[config.mk]
export PLATFORM = sky130hd
export DESIGN_NAME = kts_ram
export DESIGN_NICKNAME = d
export VERILOG_FILES = /design/src/rtl/kts_ram.sv
export SDC_FILE = /design/constraint.sdc
export NUM_CORES = 2
export LEC_CHECK = 0
export BUFFER_PORTS_ARGS = -buffer_cell sky130_fd_sc_hd__buf_2
export CORE_MARGIN = 4
export CORE_UTILIZATION = 45
export CTS_BUF_LIST = sky130_fd_sc_hd__clkbuf_16
export CTS_CLUSTER_DIAMETER = 120
export DETAILED_ROUTE_END_ITERATION = 12
export RECOVER_POWER = 100
export SETUP_SLACK_MARGIN = 0.15
export SLEW_MARGIN = 5
export SYNTH_ARGS = -nofsm -noshare
export SYNTH_HDL_FRONTEND = slang
export SYNTH_SLANG_ARGS = --single-unit
[constraint.sdc]
create_clock -name clk -period 4.05 [get_ports clk]
set_input_delay 0.405 -clock clk [delete_from_list [all_inputs] [get_ports clk]]
set_output_delay 0.405 -clock clk [all_outputs]
set_load 0.02 [all_outputs]
[src/rtl/kts_ram.sv]
// kts_ram: generic single-port-write, single-read RAM with registered read.
// No dependencies.
module kts_ram #(
    parameter int WIDTH = 32,
    parameter int DEPTH = 64
) (
    input  logic                     clk,
    input  logic                     we,
    input  logic [$clog2(DEPTH)-1:0] waddr,
    input  logic [WIDTH-1:0]         wdata,
    input  logic [$clog2(DEPTH)-1:0] raddr,
    output logic [WIDTH-1:0]         rdata
);
    logic [WIDTH-1:0] mem [DEPTH];

    always_ff @(posedge clk)
    begin
        if (we)
        begin
            mem[waddr] <= wdata;
        end
        rdata <= mem[raddr];
    end
endmodule

==> metrics <==
metal3 WL=16200 µm; CTS tree=done; Max Buffers Root-to-Sink=3; total negative slack=0 ns; I/O pin count=78; highest metal used=met5; clock period minus final worst setup slack=3.53 ns; DR vias=37500; Core ar.=0.174 mm²; initial antenna violation count=9; Worst EP required=4.48 ns; FF+latch count, synth=2080; Hold WC Path Type=primary input to register; sequential share of power=54.3%; worst setup path category=primary input to register; Synth area leader=edfxtp_1; Setup-failing EPs final=0; Non-Filler Instances=6132; Synth top area share=78.3%; Final Cycle Share=87.1%; Comb pwr share=5.1%; Post-Synth Adder-Cell Area=0%; synth-to-layout area growth=13.5%; Rel. slew slack=-113%; global-route wire length before repair=295000 µm; GP Congestion=0.793; sequential share of the synthesized area=79.1%; Synth Area in XOR/XNOR=0%; number of CTS-inserted buffers=206; Synth async-reset ratio=0%; cell total after placement=5743; grt ovf=0; Pwr Density=496 mW/mm²; FILL cells=13600; layout cells sized above 1=26.1%; CTS H-tree lvls=4; vias in the first global route=37700; failing checks=capacitance limit, slew limit; commonest non-fill, non-tap cells in the layout=edfxtp_1, mux4_2, clkbuf_16; M1 WL=87400 µm; syn_area_per_cell=23.6 µm²; main combinational cell family by area after synthesis=multiplexers; Sw Share=21.4%; clock power share=40.6%; startpoint types=primary input; yosys warns=0; commonest non-fill, non-tap cell in the layout=edfxtp_1; Peak VDD IR=411 µV; Final Hold Violating Endpoints=0; Post-synth EDFFs=2048; Crit. End Element=register; crit path max fanout=18; Die ar.=0.181 mm²; f_max=284 MHz; Starting Density=45.2%; Slew Limit Fails=3003; LEAKAGE=0.0278 µW; Synth Net Count=3370; Slowest cell on crit path=nor2_1; Vert. Die Dim=426 µm; Compound-Gate Fraction of Synth Area=1.67%; Place WS=0.234 ns; post-synthesis mux area share=16.8%; run status=complete, but fails checks; Yosys cell types=34; GRT Overall Usage=23.2%; port bufs=77; dominant cells by area after synthesis=edfxtp_1, mux4_2, mux2i_1; largest net degree at the start of global routing=65; Post CTS Setup Buffer Count=0; total clock sinks=2080; Buf+Inv Stages, Crit Path=2; simple logic cell fraction of the synthesized area=1.27%; unrepaired setup endpoints after global routing=no; slowest stage delay, CP=1.82 ns; commonest register cell after synthesis=edfxtp_1; Layout Nets=3677; Initial DRC Count=5087; Arrival @ worst endpoint=3.96 ns; Final HPWL DP=120000 µm; setup ws final=0.524 ns; CTS Root Cell=clkbuf_16; clock skew=0.0249 ns; Syn Inst Count=3324; die width=426 µm; internal power=34700 µW; NetSw=9440 µW; row count=153; worst-margin pin slew=3.19 ns; Antenna Nets Post-Route=0; clk slew on worst S/H paths=0.06 ns; TritonRoute pass-1 iters=5; max cap viols=84; DR vias/cell=6.12; WL per Instance=34.1 µm; Mapped Area=0.0785 mm²; DRC=0; worst hold slack=0.209 ns; wirelength, routed=209000 µm; crit-path leading delay family=simple AND/OR/NAND/NOR gates; met2 wire length=98700 µm; Skew-Pair Late Insertion Delay=0.82 ns; crit path cell chain=clkbuf_1 -> nor2b_1 -> nand4_1 -> nor2_1 -> clkbuf_2
[tightest hold or removal path: stages]
cell	delay, ns
buf_2	0.27
a21oi_1	0.21
nor2_1	0.06
[through the flow]
step,power [µW],util (%),area [µm²]
floorplan,25500,-,78500
global placement,26700,48.1,83500
detailed placement,26700,48.1,83500
CTS,44500,51.8,89900
global route,45500,51.3,89100
finish,44200,51.3,89100
[layout make-up]
class,count,area (µm²),area share (%)
diodes,5,12.5,0.0140
repair buffers,281,1930,2.17
clock buffers,212,5310,5.95
multi-input cells,1062,15700,17.7
well taps,2325,2910,3.27
flip-flops and latches,2080,62100,69.7
clock inverters,167,1050,1.18
[registers in the layout, indices dropped and copies added (netlist names)]
signal and count:
rdata 32, mem 2048
[metal layers]
metal  vias up  GRT usage (%)
li1      14900              -
met1     20600           34.4
met2      1735           36.1
met3       307           3.89
met4         4           6.48
met5         -              0
[cells by family (layout without fill, tap and decap cells)]
kind of cell / count (synthesis) / in the layout
mux: 637 / 637
flops: 2080 / 2080
simple gates: 223 / 223
other cells: 0 / 5
compound gates: 202 / 202
buf+inv: 182 / 660
[power groups by stage]
| stage | registers (µW) | clock network, µW | logic, µW |
|---|---|---|---|
| after floorplan | 24400 | 0 | 1160 |
| after global placement | 24400 | 0 | 2280 |
| after detailed placement | 24400 | 0 | 2300 |
| after CTS | 24000 | 18300 | 2310 |
| after global routing | 24000 | 19200 | 2370 |
| final | 24000 | 18000 | 2240 |
[worst paths after layout]
kind	startpoint	end	slack [ns]	cells after the start
min	raddr[4]	rdata[29]$_DFF_P_	0.21	3
min reg2reg	mem[12][20]$_DFFE_PP_	rdata[20]$_DFF_P_	0.74	4
max	waddr[3]	mem[51][26]$_DFFE_PP_	0.52	5
max reg2reg	mem[54][18]$_DFFE_PP_	rdata[18]$_DFF_P_	1.60	5
[Yosys cell counts, drive strengths merged, types with 2 or more instances]
library cell  count
and2              2
buf             108
mux2i            93
a21oi            62
nand2b            8
clkbuf           74
nand4             2
a41o              4
or2               3
o22ai            84
nand3b            5
nor2b            15
or3               3
a22oi            12
dfxtp            32
nand3             5
nor3              7
o221ai           27
o32ai             4
nor2            137
or3b              5
mux4            544
edfxtp         2048
a311oi            8
nand2            26
and3              4
[what timing repair did]
| action | 4_1_cts | 5_1_grt |
|---|---|---|
| gates resized for setup | 0 | 0 |
| hold buffers | 5 | 0 |
| endpoints found under the hold margin | 64 | 0 |
Note: power is estimated with default switching activity, not from simulation.
