## config.mk

```make
export PLATFORM = sky130hd
export DESIGN_NAME = kts_div
export DESIGN_NICKNAME = d
export VERILOG_FILES = /design/src/rtl/kts_pkg.sv /design/src/rtl/kts_div.sv
export SDC_FILE = /design/constraint.sdc
export NUM_CORES = 1
export LEC_CHECK = 0
export ABC_AREA = 1
export BUFFER_PORTS_ARGS = -buffer_cell sky130_fd_sc_hd__buf_2
export CAP_MARGIN = 20
export CORE_ASPECT_RATIO = 1.2
export CORE_MARGIN = 2
export CORE_UTILIZATION = 39
export CTS_CLUSTER_DIAMETER = 40
export DETAILED_ROUTE_END_ITERATION = 8
export GPL_TIMING_DRIVEN = 0
export SYNTH_ARGS = -nofsm -noshare
export SYNTH_HDL_FRONTEND = slang
export SYNTH_SLANG_ARGS = --single-unit
```

## constraint.sdc

```tcl
create_clock -name clk -period 5.3 [get_ports clk]
set_input_delay 0.265 -clock clk [delete_from_list [all_inputs] [get_ports clk]]
set_output_delay 0.265 -clock clk [all_outputs]
set_load 0.03 [all_outputs]
```

## src/rtl/kts_pkg.sv

```systemverilog
// kts_pkg: types, codes and constants of the keyframe track sampler.
// No dependencies; compiled first.
package kts_pkg;

    localparam int MAX_KEYS_DEF = 64;
    localparam int VAL_W        = 32;
    localparam int SEG_W        = 6;
    localparam int FRAC_W       = 17;

    typedef enum logic [1:0] {
        OP_APPEND = 2'd0,
        OP_SAMPLE = 2'd1,
        OP_CLEAR  = 2'd2,
        OP_NONE   = 2'd3
    } op_t;

    typedef enum logic [1:0] {
        ST_OK    = 2'd0,
        ST_EMPTY = 2'd1,
        ST_FULL  = 2'd2
    } status_t;

    typedef struct packed {
        logic [1:0]        op;
        logic signed [31:0] key_time;
        logic signed [31:0] key_x;
        logic signed [31:0] key_y;
        logic signed [31:0] key_z;
        logic signed [31:0] sample_time;
    } in_item_t;

    typedef struct packed {
        logic [1:0]        status;
        logic signed [31:0] out_x;
        logic signed [31:0] out_y;
        logic signed [31:0] out_z;
        logic [5:0]        segment;
    } out_item_t;

    typedef enum logic [3:0] {
        S_IDLE,
        S_RD0,
        S_CHK0,
        S_SRD,
        S_SCMP,
        S_DIV,
        S_MUL,
        S_LRD,
        S_LOUT,
        S_OUT
    } state_t;

endpackage

```

## src/rtl/kts_div.sv

```systemverilog
// kts_div: restoring divider, one quotient bit per cycle, floor(dt*2^16/span).
// Depends on kts_pkg.
module kts_div (
    input  logic                 clk,
    input  logic                 rst_n,
    input  logic                 start,
    input  logic [32:0]          dt,
    input  logic [32:0]          span,
    output logic [kts_pkg::FRAC_W-1:0] quot,
    output logic                 done
);
    import kts_pkg::*;

    logic [33:0]       rem_reg, rem_next;
    logic [16:0]       q_reg, q_next;
    logic [32:0]       d_reg, d_next;
    logic [4:0]        cnt_reg, cnt_next;
    logic              busy_reg, busy_next;
    logic [33:0]       trial;

    // dt <= span holds, so the quotient fits 17 bits; start remainder at dt
    always_comb
    begin
        rem_next  = rem_reg;
        q_next    = q_reg;
        d_next    = d_reg;
        cnt_next  = cnt_reg;
        busy_next = busy_reg;
        trial     = {rem_reg[32:0], 1'b0} - {1'b0, d_reg};
        done      = 1'b0;
        if (start)
        begin
            busy_next = (span != 33'd0);
            done      = (span == 33'd0);
            rem_next  = {1'b0, dt};
            q_next    = 17'd0;
            d_next    = span;
            cnt_next  = 5'd0;
        end
        else if (busy_reg)
        begin
            if (cnt_reg == 5'd0)
            begin
                // integer bit: dt >= span
                if (rem_reg >= {1'b0, d_reg})
                begin
                    rem_next = rem_reg - {1'b0, d_reg};
                    q_next   = 17'd1;
                end
            end
            else if (!trial[33])
            begin
                rem_next = trial;
                q_next   = {q_reg[15:0], 1'b1};
            end
            else
            begin
                rem_next = {rem_reg[32:0], 1'b0};
                q_next   = {q_reg[15:0], 1'b0};
            end
            cnt_next = cnt_reg + 5'd1;
            if (cnt_reg == 5'd16)
            begin
                busy_next = 1'b0;
                done      = 1'b1;
            end
        end
    end

    assign quot = q_next;

    always_ff @(posedge clk or negedge rst_n)
    begin
        if (!rst_n)
        begin
            busy_reg <= 1'b0;
            cnt_reg  <= 5'd0;
        end
        else
        begin
            busy_reg <= busy_next;
            cnt_reg  <= cnt_next;
        end
    end

    always_ff @(posedge clk)
    begin
        rem_reg <= rem_next;
        q_reg   <= q_next;
        d_reg   <= d_next;
    end
endmodule

```

==> results of run 1 <==
-- worst max path at each step --
stage / slack, ps / to
after floorplan: 2410 / quot[0]
after global placement: 1050 / rem_reg[21]
after detailed placement: 1020 / rem_reg[23]
after CTS: 730 / quot[0]
after global routing: 470 / quot[0]
final: 700 / quot[0]
-- layout by cell type (no fill, tap or decap), drive strengths merged --
| cell | Yosys | layout |
|---|---|---|
| a21o | 1 | 1 |
| a21oi | 77 | 77 |
| a31oi | 7 | 7 |
| and2 | 2 | 2 |
| and3 | 2 | 2 |
| buf | 2 | 88 |
| bufinv | 0 | 1 |
| clkbuf | 20 | 31 |
| clkinv | 3 | 6 |
| clkinvlp | 0 | 1 |
| dfrtp | 6 | 6 |
| dfxtp | 18 | 18 |
| dlygate4sd3 | 0 | 1 |
| edfxtp | 66 | 66 |
| fa | 2 | 2 |
| ha | 68 | 68 |
| inv | 285 | 285 |
| nand2 | 599 | 599 |
| nand3 | 87 | 87 |
| nand3b | 7 | 7 |
| nand4 | 7 | 7 |
| nor2 | 109 | 109 |
| nor3 | 11 | 11 |
| nor4 | 9 | 9 |
| o211ai | 3 | 3 |
| o21ai | 69 | 69 |
| o21bai | 13 | 13 |
| o22ai | 2 | 2 |
| or2 | 2 | 2 |
| or3 | 1 | 1 |
| xnor2 | 1 | 1 |
| xor2 | 18 | 18 |
-- synth_stat cells (9+ instances only) --
library cell and count:
a21oi_1 74, xor2_1 18, nand3_1 84, nor3_1 9, clkbuf_1 20, inv_1 278
o21ai_0 61, ha_1 68, nand2_1 583, edfxtp_1 66, o21bai_1 13, nor2_1 103
dfxtp_1 18, nand2_2 15, nor4_1 9
-- what timing repair did --
action,4_1_cts,5_1_grt
hold endpoints to repair,6,0
hold buffers,1,0
resized for setup,0,0
endpoints found under the setup margin,0,0
-- stage by stage --
step / cells / setup slack (ps) / total power [mW] / util, % / area (µm²)
final: 1915 / 702 / 5.99 / 44.4 / 10200
after global routing: 1915 / 473 / 6.58 / 44.4 / 10200
after CTS: 1915 / 729 / 5.94 / 44.4 / 10200
after detailed placement: 1898 / 1020 / 5.27 / 43.1 / 9940
after global placement: 1898 / 1050 / 5.24 / 43.1 / 9940
after floorplan: 1497 / 2410 / 4.10 / - / 9120
-- logic make-up after synthesis --
kind of cell               synth area share, %
adders and majority gates                 9.77
and+or+nand+nor                           38.0
AOI/OAI and AO/OA                         10.2
xor gates and xnor gates                  1.82
buffers and inverters                     12.9
DFF                                       27.3
-- worst reg2reg max path: stages, from the launching register on --
cell,delay (ps)
edfxtp_1,460
ha_1,430
nor2_1,180
inv_1,60
nand3_1,80
nand2_1,110
nand2_1,80
nand2_1,170
nand2_1,170
nand2_1,80
nand3_1,80
nand2_1,120
ha_1,450
clkbuf_1,400
clkbuf_1,680
nand3_1,290
nand2_1,120
nand2_1,50
nand2_1,50
nand2_1,60
-- final cells by class --
cell class	instances	area, µm²	area share (%)
multi-input cells	1097	5450	53.2
flip-flops and latches	90	2490	24.3
inverters	288	1080	10.6
repair buffers	87	440	4.30
well taps	315	394	3.85
clock buffers	11	233	2.27
plain buffers	22	93.8	0.916
clock inverters	5	55.1	0.538
-- layer usage --
metal	up-vias	routed length, µm
met1	4314	13600
met5	-	0
met2	288	14000
met3	47	1690
li1	4879	-
met4	0	993
-- where the power goes --
| group | internal, mW | switching [mW] | leakage, nW |
|---|---|---|---|
| logic | 1.34 | 2.84 | 4.73 |
| registers | 0.984 | 0.184 | 0.891 |
| clock network | 0.364 | 0.283 | 0.137 |
==> results.py, run 1 <==
metrics = {
    "synthesis": {
        "synth_area_leader_cell": "nand2_1",
        "yosysTopAreaCellShare_pct": 24.0,
        "ys_seq_elements": 90,
        "syn_avg_cell_area_um2": 6.09,
        "yosys_warnings": 0,
        "yosysSeqAreaShare_pct": 27.3,
        "ys_async_sr_fraction_pct": 6.67,
        "synthDistinctLibCells": 42,
        "synth_edf_count": 66,
        "synth.area.top_cells": "nand2_1, edfxtp_1, inv_1, ha_1, nand3_1",
        "synth_top_flop_cell": "edfxtp_1",
        "syn_area_um2": 9120,
        "syn_inst": 1497,
        "mappedNetlistNets": 1636,
    },
    "cells_and_area": {
        "drive_above_1_share_pct": 8.88,
        "nets": 1734,
        "largest_register_ffs": 34,
        "area_growth_pct": 12.3,
        "fillCellCount": 2548,
        "diodes": 0,
    },
    "critical_path": {
        "worstSetupEndpointType": "primary output",
        "startpoint": "rem_reg[13]",
        "cpLargestDelayFamily": "simple AND/OR/NAND/NOR gates",
        "cp_slowest_cell": "clkbuf_1",
        "arrival_ps": 4330,
        "regToRegStartpoint": "rem_reg[1]",
        "crit_top_cell": "nand2_1",
        "path_cells": "ha_1, nand2_1, nor2_1, inv_1, nor2_1, nand2_1, nand2_1, nand2_1, nand2_1, nand3_1, nand2_1, ha_1, inv_1, clkbuf_1, a21oi_1, o21ai_0, nand2_1, buf_2",
        "r2r_setup_slack_ps": 930,
        "cp_num_buf_inv": 4,
        "worstPathMaxFanout": 10,
        "path_class": "register to primary output",
        "max_stage_delay_ps": 550,
        "crit_path_start_kind": "register",
        "timing.rr.end": "rem_reg[23]",
        "cp.required_ps": 5040,
        "cp_num_cells": 18,
        "reg2reg_depth": 19,
    },
    "global_routing": {
        "gr-usage-all-layers_pct": 24.8,
        "grt_util_met1_pct": 32.9,
        "use_met2_pct": 41.8,
        "gr-usage-met3_pct": 2.42,
        "grt_pass1_vias": 8857,
        "grt_pass1_wl_um": 46000,
        "overflow": 0,
        "antenna_found_initial": 0,
        "grt_busiest_layer": "met2",
        "grt_max_degree": 35,
    },
    "sta": {
        "whs_ps": 94.2,
        "setup-violations-final": 0,
        "fin_worst_skew_ps": 13.3,
        "fin_setup_tns_ps": 0,
        "rsz0062_at_grt": "false",
        "timing.slew.headroom_pct": 43.0,
        "fin_crit_sh_pct": 86.8,
        "period_minus_slack_ps": 4600,
        "fmax_mhz": 217,
        "maxSlewViolCount": 0,
        "hold_viol_final": 0,
        "worst_slew_pin_slew_ps": 856,
    },
    "detailed_routing": {
        "routedWlPerCell_um": 15.8,
        "drt_first_pass_iters": 5,
        "viasPerCell": 4.98,
        "dr_total_vias": 9528,
        "drc": 0,
        "drt-total-wl_um": 30200,
        "antenna_left": 0,
        "first_iter_violations": 609,
    },
    "die": {
        "fp-row-count": 61,
        "start_util_pct": 39.6,
        "fp.coreArea_um2": 23000,
        "io_pins": 87,
        "die_w_um": 144,
        "die_area_um2": 24600,
        "die_y_um": 172,
    },
    "clocking": {
        "cts_buffer_depth": 2,
        "htree_levels": 3,
        "numCtsBuffers": 9,
        "clock_sink_count": 90,
        "clk_latency_ps": 360,
        "clkTransAtPathRegs_ps": 70,
        "cts_tree": "yes",
        "postCtsSetupBuffers": 0,
        "cts_root_buf": "clkbuf_16",
    },
    "placement": {
        "gp_congestion": 0.962,
        "dp_hpwl_um": 25400,
        "port_buffers": 86,
    },
    "worst_hold_path": {
        "min_to": "d_reg[24]",
        "min_path_type": "input pin to register",
        "whs_path_depth": 1,
        "hold_start": "span[24]",
    },
    "pwr": {
        "power_density_nw_per_um2": 585,
        "ir_drop_uv": 192,
        "p_leak_nw": 5.76,
    },
    "flow_run": {
        "cap_violations": 0,
    },
    "status": {
        "status": "finished clean",
    },
}
(Power assumes the default switching activity.)
==> run 2, diff against run 1 <==
--- a/config.mk
+++ b/config.mk
@@ -8,12 +8,13 @@
 export ABC_AREA = 1
 export BUFFER_PORTS_ARGS = -buffer_cell sky130_fd_sc_hd__buf_2
 export CAP_MARGIN = 20
-export CORE_ASPECT_RATIO = 1.2
+export CORE_ASPECT_RATIO = 0.7
 export CORE_MARGIN = 2
 export CORE_UTILIZATION = 39
 export CTS_CLUSTER_DIAMETER = 40
 export DETAILED_ROUTE_END_ITERATION = 8
 export GPL_TIMING_DRIVEN = 0
+export SETUP_SLACK_MARGIN = 0.05
 export SYNTH_ARGS = -nofsm -noshare
 export SYNTH_HDL_FRONTEND = slang
 export SYNTH_SLANG_ARGS = --single-unit
==> run 2 against run 1 <==
Against the previous run: clock power shrank 0.6%; non-clock buffer count unchanged; clock skew fell by 0.51 ps; combinational power up 3%; sequential share of layout area about the same; routed wire length rose by 3.9%; sequential cell count did not move; fmax rose by 2.2%; critical path depth stayed put; clock-buffer cell count grew 2; sequential power hardly changed; critical path type unchanged; largest cell class unchanged.
==> results.py, run 2 (synthesis results as in run 1) <==
metrics = {
    "sta": {
        "fin_worst_skew_ps": 12.8,
        "rsz0062_at_grt": "false",
        "fin_crit_sh_pct": 84.9,
        "fin_setup_tns_ps": 0,
        "setup-violations-final": 0,
        "worst_slew_pin_slew_ps": 894,
        "worst_slack_ps": 801,
        "maxSlewViolCount": 0,
        "timing.slew.headroom_pct": 40.4,
        "period_minus_slack_ps": 4500,
        "hold_viol_final": 0,
        "fmax_mhz": 222,
        "whs_ps": 99.5,
    },
    "die": {
        "die_area_um2": 24600,
        "die_y_um": 132,
        "start_util_pct": 40.0,
        "io_pins": 87,
        "die_w_um": 187,
        "fp.coreArea_um2": 22800,
        "fp-row-count": 46,
    },
    "pwr": {
        "p_leak_nw": 5.77,
        "ir_drop_uv": 196,
        "power_density_nw_per_um2": 596,
    },
    "critical_path": {
        "crit_path_start_kind": "register",
        "r2r_setup_slack_ps": 930,
        "path_class": "register to primary output",
        "timing.rr.end": "rem_reg[24]",
        "arrival_ps": 4230,
        "cp.required_ps": 5040,
        "cp_slowest_cell": "clkbuf_1",
        "regToRegStartpoint": "rem_reg[1]",
        "path_cells": "ha_1, nor2_1, inv_1, nand3_1, nand2_1, nand2_1, nand2_1, nand2_1, nand2_1, nand3_1, nand2_1, ha_1, inv_1, clkbuf_1, a21oi_1, o21ai_0, nand2_1, buf_2",
        "reg2reg_depth": 19,
        "worstPathMaxFanout": 10,
        "worstSetupEndpointType": "primary output",
        "max_stage_delay_ps": 550,
        "crit_top_cell": "nand2_1",
    },
    "placement": {
        "dp_hpwl_um": 26300,
        "gp_congestion": 0.943,
        "place_ws_ps": 1080,
        "port_buffers": 86,
        "placed_cell_area_um2": 9940,
    },
    "cells_and_area": {
        "drive_above_1_share_pct": 9.00,
        "diodes": 0,
        "layout_common_cells": "nand2_1, inv_1, nor2_1, buf_2, nand3_1",
        "nets": 1734,
        "final_common_cell": "nand2_1",
        "largest_register_ffs": 34,
        "design_area_um2": 10200,
        "area_growth_pct": 12.3,
    },
    "clocking": {
        "htree_levels": 3,
        "clock_sink_count": 90,
        "cts_resized": 0,
        "cts_buffer_depth": 2,
        "cts_tree": "yes",
        "clk_latency_ps": 350,
        "numCtsBuffers": 9,
        "clkTransAtPathRegs_ps": 80,
        "cts_root_buf": "clkbuf_16",
    },
    "detailed_routing": {
        "drt-total-wl_um": 31400,
        "dr_total_vias": 9595,
        "first_iter_violations": 1036,
        "viasPerCell": 5.02,
        "drt_first_pass_iters": 5,
        "routedWlPerCell_um": 16.4,
        "antenna_left": 0,
        "drc": 0,
    },
    "global_routing": {
        "grt_max_degree": 35,
        "gr-usage-all-layers_pct": 25.5,
        "antenna_found_initial": 0,
        "grt_pass1_vias": 8671,
        "grt_pass1_wl_um": 48100,
        "overflow": 0,
    },
    "worst_hold_path": {
        "whs_path_depth": 1,
        "min_to": "d_reg[23]",
        "min_path_type": "input pin to register",
        "hold_start": "span[23]",
    },
    "status": {
        "status": "finished clean",
    },
    "flow_run": {
        "cap_violations": 0,
    },
}
-- run 2: layout make-up --
class / count / area (µm²)
tap: 312 / 390
inverter: 288 / 1080
multi-input combinational: 1097 / 5450
timing repair buffer: 87 / 440
buffer: 22 / 93.8
clock buffer: 13 / 264
sequential: 90 / 2490
clock inverter: 3 / 23.8
fill: 2508 / 12600
-- run 2: per-layer routing --
| metal | wire length [µm] | part of all wire, % | GRT usage, % |
|---|---|---|---|
| met1 | 16200 | 52 | 40.5 |
| met2 | 11800 | 38 | 35.1 |
| met3 | 2910 | 9.3 | 4.26 |
| met4 | 449 | 1.4 | 5.91 |
| met5 | 0 | 0 | 0 |
-- run 2: worst max path at each step --
stage           startpoint           to  slack (ps)  cells past startpoint
2_1_floorplan   rem_reg[5]      quot[0]        2410                     17
3_3_place_gp    rem_reg[1]  rem_reg[24]        1090                     19
3_5_place_dp    rem_reg[1]  rem_reg[24]        1080                     19
4_1_cts         rem_reg[1]      quot[0]         880                     18
5_1_grt        rem_reg[13]      quot[0]         620                     18
6_report        rem_reg[1]      quot[0]         800                     18
-- run 2: power by group --
group	internal (mW)	switching [mW]	leakage (nW)	total, mW
clock	0.352	0.291	0.144	0.643
sequential	0.984	0.189	0.891	1.17
combinational	1.34	2.95	4.73	4.29
total	2.68	3.43	5.77	6.10
-- run 2: repair_timing --
action | 4_1_cts | 5_1_grt
hold buffers | 1 | 0
buffers inserted | 0 | 0
hold endpoints to repair | 6 | 0
-- run 2: worst max-delay path, delay by kind of cell, from the launching register on --
family	cells	cell delay, ps
and+or+nand+nor	10	1080
buffers and inverters	4	1170
DFF	1	460
adders and majority gates	2	870
AOI/OAI and AO/OA	2	300
-- run 2: stage by stage --
stage               utilization, %  instances  power [mW]
global route                  44.9       1912        6.65
finish                        44.9       1912        6.10
CTS                           44.9       1912        6.01
floorplan                        -       1497        4.10
global placement              43.6       1895        5.33
detailed placement            43.6       1895        5.35
==> run 3, diff against run 2 <==
--- a/config.mk
+++ b/config.mk
@@ -5,7 +5,7 @@
 export SDC_FILE = /design/constraint.sdc
 export NUM_CORES = 1
 export LEC_CHECK = 0
-export ABC_AREA = 1
+export ABC_AREA = 0
 export BUFFER_PORTS_ARGS = -buffer_cell sky130_fd_sc_hd__buf_2
 export CAP_MARGIN = 20
 export CORE_ASPECT_RATIO = 0.7
==> constraint.sdc (replaced) <==
create_clock -name clk -period 4.61 [get_ports clk]
set_input_delay 0.2305 -clock clk [delete_from_list [all_inputs] [get_ports clk]]
set_output_delay 0.2305 -clock clk [all_outputs]
set_load 0.03 [all_outputs]
==> run 3 against run 2 <==
Against the previous run: non-clock buffer count is 36 higher; cell count shrank 37%; critical endpoint unchanged; synthesized area down 18%.
==> results.py, run 3 <==
metrics = {
    "sta": {
        "whs_ps": 57.3,
        "timing.slew.headroom_pct": 29.4,
        "rsz0062_at_grt": "false",
        "fin_worst_skew_ps": 12.3,
        "worst_slack_ps": 178,
        "hold_viol_final": 0,
        "maxSlewViolCount": 0,
        "fmax_mhz": 226,
        "fin_setup_tns_ps": 0,
        "fin_crit_sh_pct": 96.1,
        "period_minus_slack_ps": 4430,
        "setup-violations-final": 0,
        "worst_slew_pin_slew_ps": 1060,
    },
    "pwr": {
        "p_leak_nw": 3.90,
        "fin_total_pwr_mw": 6.81,
        "ir_drop_uv": 304,
        "power_density_nw_per_um2": 762,
    },
    "synthesis": {
        "synth_edf_count": 66,
        "mappedNetlistNets": 964,
        "syn_area_um2": 7430,
        "synth_top_flop_cell": "edfxtp_1",
        "ys_async_sr_fraction_pct": 6.67,
        "ys_seq_elements": 90,
        "yosysSeqAreaShare_pct": 33.5,
        "syn_inst": 825,
        "synthDistinctLibCells": 73,
        "yosysTopAreaCellShare_pct": 26.7,
        "synth_area_leader_cell": "edfxtp_1",
        "synth.most_common_cell": "a21oi_1",
        "synth.area.top_cells": "edfxtp_1, ha_1, a21oi_1, dfxtp_1, xnor2_1",
        "yosys_warnings": 0,
        "syn_avg_cell_area_um2": 9.01,
        "yosys-top-cells-count": "a21oi_1, ha_1, edfxtp_1",
    },
    "die": {
        "die_area_um2": 20200,
        "die_y_um": 119,
        "fp-row-count": 42,
        "fp.coreArea_um2": 18800,
        "io_pins": 87,
        "start_util_pct": 39.5,
        "die_w_um": 169,
    },
    "cells_and_area": {
        "layout_common_cells": "buf_2, a21oi_1, edfxtp_1, nand2_1, nor2_1",
        "final_cells": 1198,
        "nets": 1089,
        "fin_util_pct": 47.5,
        "largest_register_ffs": 34,
        "drive_above_1_share_pct": 19.6,
        "area_growth_pct": 20.3,
        "final_common_cell": "buf_2",
        "design_area_um2": 8940,
    },
    "detailed_routing": {
        "antenna_left": 0,
        "highest-signal-layer": "met4",
        "drc": 0,
        "m1WireLength_um": 12800,
        "drt-total-wl_um": 25200,
        "viasPerCell": 5.86,
        "routedWlPerCell_um": 21.1,
        "first_iter_violations": 652,
        "drt_first_pass_iters": 5,
        "dr_total_vias": 7017,
        "met2_length_um": 9950,
        "met3_length_um": 2220,
    },
    "status": {
        "status": "finished clean",
    },
    "placement": {
        "dp_hpwl_um": 18600,
        "placed_cells": 1154,
        "gp_congestion": 0.925,
        "place_ws_ps": -1440,
        "port_buffers": 86,
        "placed_cell_area_um2": 8190,
    },
    "global_routing": {
        "grt_pass1_wl_um": 37800,
        "grt_max_degree": 39,
        "overflow": 0,
        "antenna_found_initial": 1,
        "gr-usage-all-layers_pct": 24.9,
        "grt_pass1_vias": 6459,
    },
    "flow_run": {
        "cap_violations": 0,
    },
    "clocking": {
        "htree_levels": 3,
        "clock_sink_count": 90,
        "cts_buffer_depth": 2,
        "clkTransAtPathRegs_ps": 80,
        "numCtsBuffers": 9,
        "cts_tree": "yes",
        "cts_root_buf": "clkbuf_16",
        "clk_latency_ps": 360,
    },
    "critical_path": {
        "worstSetupEndpointType": "primary output",
        "cp.required_ps": 4380,
        "r2r_setup_slack_ps": 240,
        "worstPathMaxFanout": 8,
        "crit_path_start_kind": "register",
        "path_class": "register to primary output",
        "cp_slowest_cell": "edfxtp_1",
        "path_cells": "ha_4, and4_4, nand4_1, a211oi_4, a211oi_4, o31ai_4, a41o_1, o21ai_2, o21ai_2, a21o_1, a21o_1, ha_4, buf_12, nor2_4, a221oi_2, buf_4",
        "arrival_ps": 4200,
        "max_stage_delay_ps": 460,
    },
    "worst_hold_path": {
        "min_path_type": "input pin to register",
    },
}
==> run 3: cell types whose count changed in the layout (fill, tap and decap cells not counted), moves of 15 or more <==
cell / change
nand2_1: -519
inv_1: -229
nand3_1: -68
nor2_1: -41
a21o_1: +32
xnor2_1: +32
buf_4: +29
o21ai_0: -24
a22o_1: +18
mux2i_1: +15
nand2_2: -15
==> run 3: per-layer routing <==
metal / track usage [%] / vias to the layer above
li1: - / 3338
met1: 39.8 / 3363
met2: 33.6 / 293
met3: 5.21 / 23
met4: 6.09 / 0
met5: 0 / -
==> run 3: what timing repair did <==
item / in CTS / in global routing
buffers inserted: 6 / 21
hold endpoints to repair: 6 / 0
setup endpoints to repair: 33 / 8
hold buffers: 1 / 0
gates resized for setup: 39 / 8
pin swaps: 6 / 14
==> run 3: area by class of cell <==
type | count | area, µm²
antenna | 1 | 2.50
buffer | 30 | 159
clock buffer | 10 | 229
clock inverter | 6 | 73.8
fill | 1831 | 9870
inverter | 51 | 191
multi-input combinational | 653 | 4830
sequential | 90 | 2490
tap | 242 | 303
timing repair buffer | 115 | 666
==> run 3: cell families (layout without fill, tap and decap cells) <==
kind of cell | count (synthesis) | after routing | synth area share, %
multiplexers | 22 | 22 | 3.06
AND/OR/NAND/NOR | 226 | 226 | 14.8
AO/OA/AOI/OAI | 279 | 279 | 25.6
adder cells (fa/ha/maj) | 70 | 70 | 12.0
other | 0 | 1 | 0
flip-flops | 90 | 90 | 33.5
XOR/XNOR | 56 | 56 | 6.60
buffers and inverters | 82 | 212 | 4.43
==> run 3: path summary, 6_finish.rpt <==
check                      startpoint     endpoint  depth (start not counted)
min in group asynchronous       rst_n   cnt_reg[0]                          2
min                          span[23]    d_reg[23]                          1
min reg2reg                 q_reg[16]    q_reg[16]                          1
max reg2reg                rem_reg[5]  rem_reg[17]                         18
max in group asynchronous       rst_n   cnt_reg[3]                          2
max                        rem_reg[5]      quot[0]                         16
==> run 3: critical path: cells and delay by family (launching register included) <==
| kind | cells | cell delay [ps] |
|---|---|---|
| buffers and inverters | 2 | 370 |
| AND/OR/NAND/NOR | 3 | 550 |
| AO/OA/AOI/OAI | 9 | 1890 |
| adder cells (fa/ha/maj) | 2 | 540 |
| flip-flops | 1 | 460 |
==> run 3: power by group <==
part,switching [mW],internal [mW],total (mW),leakage (nW)
Sequential,0.197,1.14,1.33,0.888
Combinational,2.66,2.02,4.68,2.87
Clock,0.367,0.429,0.796,0.142
